--- src/hw/rtl/skcpt_pkg.sv ---
package skcpt_pkg;

    localparam int FIELD_W     = 16;
    localparam int ID_BITS_DEF = 16;
    localparam int NUM_IN      = 12;
    localparam int NUM_OUT     = 8;
    localparam int IN_TDATA_W  = NUM_IN * FIELD_W;
    localparam int OUT_BITS    = 1 + (NUM_OUT - 1) * FIELD_W;
    localparam int OUT_TDATA_W = ((OUT_BITS + 7) / 8) * 8;
    localparam int NUM_RING    = 3;
    localparam int NUM_SPINDLE = 2;
    localparam int NUM_MEMBER  = NUM_RING + NUM_SPINDLE;
    localparam int REQ_SHARED  = 2;

    // input field slots in tdata, in units of FIELD_W
    localparam int SLOT_FIRST  = 0;
    localparam int SLOT_SECOND = 1;
    localparam int SLOT_A      = 2;
    localparam int SLOT_B      = SLOT_A + NUM_MEMBER;

    // output field offsets
    localparam int OFS_MATCH   = 0;
    localparam int OFS_COMMON  = 1;
    localparam int OFS_OSP_LO  = OFS_COMMON + FIELD_W;
    localparam int OFS_OSP_HI  = OFS_OSP_LO + FIELD_W;
    localparam int OFS_SHR_LO  = OFS_OSP_HI + FIELD_W;
    localparam int OFS_SHR_HI  = OFS_SHR_LO + FIELD_W;
    localparam int OFS_LNR_LO  = OFS_SHR_HI + FIELD_W;
    localparam int OFS_LNR_HI  = OFS_LNR_LO + FIELD_W;

endpackage

--- src/hw/rtl/seven_k_cluster_pair_test_unit.sv ---
// Result path: the input register loads at the input transfer, and the result register
// loads from it when the output stage can advance (output empty or accepted).
// Throughput: one pair per cycle; a result waiting on the output does not stop the input
// while the input register can move on.
// Reset: i_rst_n synchronous, active low; clears both stage valid flags, payload is not reset.
module seven_k_cluster_pair_test_unit
    import skcpt_pkg::*;
#(
    parameter int ID_BITS = ID_BITS_DEF
) (
    input  logic                   i_clk,
    input  logic                   i_rst_n,
    input  logic                   i_s_axis_tvalid,
    output logic                   o_s_axis_tready,
    // first_index, second_index, a_ring0..2, a_spindle0..1, b_ring0..2, b_spindle0..1
    input  logic [IN_TDATA_W-1:0]  i_s_axis_tdata,
    output logic                   o_m_axis_tvalid,
    input  logic                   i_m_axis_tready,
    // is_match, common_spindle, other_spindle_low/high, shared_ring_low/high,
    // lone_ring_low/high, zero pad
    output logic [OUT_TDATA_W-1:0] o_m_axis_tdata
);

    localparam int W = (ID_BITS < FIELD_W) ? ID_BITS : FIELD_W;

    logic               r_v1;
    logic               r_v2;
    logic [FIELD_W-1:0] r_first;
    logic [FIELD_W-1:0] r_second;
    logic [W-1:0]       r_a [NUM_MEMBER];
    logic [W-1:0]       r_b [NUM_MEMBER];
    logic [OUT_TDATA_W-1:0] r_out;
    logic [OUT_TDATA_W-1:0] n_out;

    logic adv1;
    logic take_in;

    assign adv1            = !r_v2 || i_m_axis_tready;
    assign o_s_axis_tready = !r_v1 || adv1;
    assign take_in         = i_s_axis_tvalid && o_s_axis_tready;

    always_ff @(posedge i_clk) begin
        if (!i_rst_n) begin
            r_v1 <= 1'b0;
            r_v2 <= 1'b0;
        end else begin
            if (o_s_axis_tready) begin
                r_v1 <= i_s_axis_tvalid;
            end
            if (adv1) begin
                r_v2 <= r_v1;
            end
        end
    end

    always_ff @(posedge i_clk) begin
        if (take_in) begin
            r_first  <= i_s_axis_tdata[SLOT_FIRST*FIELD_W +: FIELD_W];
            r_second <= i_s_axis_tdata[SLOT_SECOND*FIELD_W +: FIELD_W];
            for (int k = 0; k < NUM_MEMBER; k++) begin
                r_a[k] <= i_s_axis_tdata[(SLOT_A+k)*FIELD_W +: W];
                r_b[k] <= i_s_axis_tdata[(SLOT_B+k)*FIELD_W +: W];
            end
        end
        if (adv1 && r_v1) begin
            r_out <= n_out;
        end
    end

    // compare network
    logic [NUM_SPINDLE-1:0][NUM_SPINDLE-1:0] sp_eq;
    logic [NUM_RING-1:0][NUM_RING-1:0]       rg_eq;
    logic [NUM_RING-1:0]                     rg_row;
    logic [W-1:0] scom, oa, ob, sh0, sh1, la, lb;
    logic         oa_in_b, ob_in_a, idx_ok, sp_ok, rg_ok, match;
    logic [W-1:0] osp_lo, osp_hi, shr_lo, shr_hi, lnr_lo, lnr_hi;

    always_comb begin
        for (int i = 0; i < NUM_SPINDLE; i++) begin
            for (int j = 0; j < NUM_SPINDLE; j++) begin
                sp_eq[i][j] = (r_a[NUM_RING+i] == r_b[NUM_RING+j]);
            end
        end
        for (int i = 0; i < NUM_RING; i++) begin
            for (int j = 0; j < NUM_RING; j++) begin
                rg_eq[i][j] = (r_a[i] == r_b[j]);
            end
            rg_row[i] = |rg_eq[i];
        end

        idx_ok = (r_second > r_first);
        sp_ok  = ($countones(sp_eq) == 1);
        rg_ok  = ($countones(rg_eq) == REQ_SHARED);

        scom = (|sp_eq[0]) ? r_a[NUM_RING] : r_a[NUM_RING+1];
        oa   = (r_a[NUM_RING] == scom) ? r_a[NUM_RING+1] : r_a[NUM_RING];
        ob   = (r_b[NUM_RING] == scom) ? r_b[NUM_RING+1] : r_b[NUM_RING];

        oa_in_b = 1'b0;
        ob_in_a = 1'b0;
        for (int k = 0; k < NUM_MEMBER; k++) begin
            oa_in_b = oa_in_b || (r_b[k] == oa);
            ob_in_a = ob_in_a || (r_a[k] == ob);
        end

        // first and second equal pairing in A-major order
        sh0 = rg_row[0] ? r_a[0] : (rg_row[1] ? r_a[1] : r_a[2]);
        sh1 = rg_row[2] ? r_a[2] : (rg_row[1] ? r_a[1] : r_a[0]);

        la = '0;
        for (int k = NUM_RING - 1; k >= 0; k--) begin
            if (r_a[k] != sh0 && r_a[k] != sh1) begin
                la = r_a[k];
            end
        end
        lb = '0;
        for (int k = NUM_RING - 1; k >= 0; k--) begin
            if (r_b[k] != sh0 && r_b[k] != sh1) begin
                lb = r_b[k];
            end
        end

        osp_lo = (oa < ob) ? oa : ob;
        osp_hi = (oa < ob) ? ob : oa;
        shr_lo = (sh0 < sh1) ? sh0 : sh1;
        shr_hi = (sh0 < sh1) ? sh1 : sh0;
        lnr_lo = (la < lb) ? la : lb;
        lnr_hi = (la < lb) ? lb : la;

        match = idx_ok && sp_ok && !oa_in_b && !ob_in_a && rg_ok;

        n_out = '0;
        if (match) begin
            n_out[OFS_MATCH]                = 1'b1;
            n_out[OFS_COMMON +: FIELD_W]    = FIELD_W'(scom);
            n_out[OFS_OSP_LO +: FIELD_W]    = FIELD_W'(osp_lo);
            n_out[OFS_OSP_HI +: FIELD_W]    = FIELD_W'(osp_hi);
            n_out[OFS_SHR_LO +: FIELD_W]    = FIELD_W'(shr_lo);
            n_out[OFS_SHR_HI +: FIELD_W]    = FIELD_W'(shr_hi);
            n_out[OFS_LNR_LO +: FIELD_W]    = FIELD_W'(lnr_lo);
            n_out[OFS_LNR_HI +: FIELD_W]    = FIELD_W'(lnr_hi);
        end
    end

    assign o_m_axis_tvalid = r_v2;
    assign o_m_axis_tdata  = r_out;

endmodule

--- config.mk ---
export PLATFORM = sky130hd
export DESIGN_NAME = seven_k_cluster_pair_test_unit
export DESIGN_NICKNAME = d
export VERILOG_FILES = /design/src/hw/rtl/skcpt_pkg.sv /design/src/hw/rtl/seven_k_cluster_pair_test_unit.sv
export SDC_FILE = /design/constraint.sdc
export NUM_CORES = 1
export LEC_CHECK = 0
export ABC_AREA = 1
export BUFFER_PORTS_ARGS = -buffer_cell sky130_fd_sc_hd__buf_2
export CAP_MARGIN = 15
export CELL_PAD_IN_SITES_DETAIL_PLACEMENT = 0
export CELL_PAD_IN_SITES_GLOBAL_PLACEMENT = 1
export CORE_ASPECT_RATIO = 1.4
export CORE_MARGIN = 2
export CORE_UTILIZATION = 25
export DETAILED_ROUTE_END_ITERATION = 12
export HOLD_SLACK_MARGIN = 0.05
export PLACE_DENSITY = 0.65
export SETUP_SLACK_MARGIN = 0.2
export SYNTH_ARGS = -nofsm -noshare
export SYNTH_HDL_FRONTEND = slang
export SYNTH_SLANG_ARGS = --single-unit
--- constraint.sdc ---
create_clock -name i_clk -period 6.9 [get_ports i_clk]
set_input_delay 1.38 -clock i_clk [delete_from_list [all_inputs] [get_ports i_clk]]
set_output_delay 1.38 -clock i_clk [all_outputs]
set_load 0.01 [all_outputs]
==> key figures <==
Logic synthesis
  • Most numerous cell in the Yosys netlist: nand2_1
  • Synth Instances: 3,239
  • FF+latch count, synth: 307
  • Syn avg cell area: 7.482 um2
  • Sequential share of the synthesized area: 0.3796
  • Synth top cells by count: nand2_1 (1,056), nor2_1 (322), edfxtp_1 (305)
  • Post-Syn Area: 24,240 um2
  • Synth area leaders: edfxtp_1 (38%), nand2_1 (16%), xor2_1 (8.3%), nor2_1 (5.0%), inv_1 (3.7%)
  • Post-synth cell types: 55
  • Cell taking the most area after synthesis: edfxtp_1
  • Yosys warning count: 0
  • Primary FF master, synth: edfxtp_1
  • Ys async rst share: 0
  • Synth top area share: 0.3779
  • EDFF count, synth: 305

Critical path
  • Crit end category: flop
  • Type of origin of the critical path: flop
  • R2r setup slk: 0.58 ns
  • Worst-path maximum fanout: 18
  • FF-to-FF path depth: 37
  • Worst Path Required: 7.24 ns
  • Critical path class: reg -> reg
  • Worst r2r src: r_b[0][21]
  • Critical Path AT: 6.66 ns
  • Max stage delay cell, worst path: edfxtp_1
  • CP most frequent cell: nand2_1
  • CP peak stage delay: 0.55 ns
  • Reg-to-reg endpoint: o_m_axis_tdata[98]
  • WP buf/inv: 10
  • Top delay family on crit path: simple AND/OR/NAND/NOR gates

Min path
  • Hold Path Stages: 2
  • HP Start: r_v1
  • Hold Path Class: reg -> reg
  • Hold path endpoint: o_m_axis_tvalid

Placement
  • Port Buffers: 310
  • Hpwl dp: 99,090 um
  • Dpl cell area: 31,270 um2
  • Gpl congestion: 1.017

Global routing
  • All-Layer GR Usage: 0.2397
  • Total grt overflow: 0
  • Met1 Track Usage GR: 0.2805
  • M2 GR Usage: 0.4111
  • First-pass GRT wire length: 171,300 um
  • Largest net degree at the start of global routing: 114
  • Global Route met3 Usage: 0.03085
  • GR peak layer: met2
  • Antenna violations before repair: 1
  • Vias in the first global route: 24,926

Timing
  • Max Fclk: 158.2 MHz
  • Period minus WS final: 6.323 ns
  • Setup Skew: 0.01910 ns
  • Worst hold slack: 0.5330 ns
  • Setup_tns: 0 ns
  • Hold Vio Cnt, Final: 0
  • Final period util: 0.9163
  • Worst slew pin tran: 1.131 ns
  • Slew headroom: 0.2387
  • Final setup fails: 0
  • Max-slew violations: 0
  • RSZ-0062 raised after global routing: no

Clock tree
  • H-tree levels: 2
  • TritonCTS Buffers: 37
  • Worst-Skew Late Latency: 0.59 ns
  • CTS tree: built
  • Clock buffer depth: 3
  • CTS sink cnt: 307
  • Reg clk slew, reported paths: 0.06 ns
  • Root Buffer: clkbuf_16

Final layout
  • Layout cells sized above 1: 0.2767
  • Fin util: 0.3387
  • Fin nets: 4,274
  • Synth-to-Final Area Change: 34.80%
  • Design Area, Final: 32,670 um2
  • ANT cells: 0
  • Filler instances: 10,407

Die
  • Starting Density: 0.2513
  • Die span in y: 372.4 um
  • Full die area: 99,480 um2
  • Cell row count: 135
  • Die width: 267.1 um
  • # IOs: 318
  • Core area: 96,450 um2

Route
  • Via count: 25,099
  • Pre-antenna DRT Iters: 6
  • Average wire per standard cell: 22.67 um
  • # DRC: 0
  • Antenna viol nets, final: 0
  • Drt via density: 4.705
  • Final WL: 120,900 um
  • 1st-iter DRT viols: 1,906

Power
  • Worst VDD drop: 204.1 uV
  • Overall power: 0.005671 W
  • Pleak: 16.12 nW
  • Pwr dens: 173.6 nW/um2

Job
  • Max Cap Viol: 0

Outcome
  • Status: finished clean
[repair_timing]
action                     CTS  global route
gates resized for setup      0            14
setup buffers                0            19
setup endpoints to repair    0           113
hold buffers                 0             0
[layout make-up]
cell class | instances | area, um2 | share of cell area
flip-flops and latches | 307 | 9199 | 0.2816
inverters | 271 | 1025 | 0.03137
clock inverters | 22 | 227.7 | 0.006971
well taps | 1301 | 1628 | 0.04983
repair buffers | 918 | 6482 | 0.1984
clock buffers | 45 | 977.2 | 0.02991
multi-input cells | 2470 | 13130 | 0.4019
[metal layers]
layer  wire length, um  vias to the layer above  part of all wire
li1                  -                    12150                 -
met1             48320                    11746              0.40
met2             58000                      911              0.48
met3              5639                      290             0.047
met4              8971                        2             0.074
met5                 8                        -          0.000066
[how the worst max path moves through the flow]
stage	from	end	slack, ns	cells past startpoint
after global placement	r_b[0][57]	o_m_axis_tdata[18]	0.33	36
after CTS	r_b[0][57]	o_m_axis_tdata[8]	0.31	36
after global routing	r_b[0][19]	o_m_axis_tdata[22]	0.22	23
final	r_b[0][21]	o_m_axis_tdata[98]	0.58	37
after floorplan	i_m_axis_tready	r_a[0][0]	0.97	4
after detailed placement	r_b[0][57]	o_m_axis_tdata[22]	0.35	36
[worst reg2reg max path, delay by kind of cell, from the launching register on]
family,cells,cell delay (ns)
flip-flops,1,0.55
AO/OA/AOI/OAI,6,1.06
buffers and inverters,10,1.69
adder cells (fa/ha/maj),2,0.37
AND/OR/NAND/NOR,19,2.40
[stage by stage]
stage / worst slack, ns / std cells
4_1_cts: 0.3094 / 5315
5_1_grt: 0.2152 / 5334
3_3_place_gp: 0.3321 / 5248
3_5_place_dp: 0.3469 / 5248
2_1_floorplan: 0.9671 / 3245
6_report: 0.5774 / 5334
[cells in the final DEF (no fill, tap or decap), drive strengths merged, types with 2 or more instances in the layout]
cell	n
clkinv	19
o221ai	2
edfxtp	305
nand2	1100
nor4	25
o211ai	24
nor4b	2
nand4	97
or2	8
o22ai	2
a211oi	3
ha	67
clkbuf	45
xnor2	37
and2	2
xor2	230
o211a	33
clkinvlp	2
nor3b	2
inv	269
conb	7
o21a	7
and3	3
buf	918
o21ai	139
dfxtp	2
a21boi	3
nor3	56
bufinv	3
nand3	153
o2111ai	3
nand3b	2
fa	6
a21oi	122
a2111oi	4
nor2	325
[power by group]
part / switching [W] / internal, W / leakage (nW)
Sequential: 0.000133 / 0.00215 / 3.08
Clock: 0.000875 / 0.00114 / 0.589
Combinational: 0.000830 / 0.000547 / 12.4
[state kept, by name (all words and copies together) (netlist names)]
name,flops
o_m_axis_tdata,113
o_m_axis_tvalid,1
r_a,80
r_b,80
r_first,16
r_second,16
r_v1,1
[cells by family (layout without fill, tap and decap cells)]
group / after synthesis / in the layout / share of synthesized area
other cells: 1 / 7 / 0.0001547
buf+inv: 468 / 1256 / 0.08394
compound gates: 347 / 347 / 0.08911
xor+xnor: 267 / 267 / 0.09649
flops: 307 / 307 / 0.3796
fa+ha+maj: 73 / 73 / 0.03955
simple gates: 1776 / 1776 / 0.3112
No activity file was read; power rests on OpenSTA's default activity.
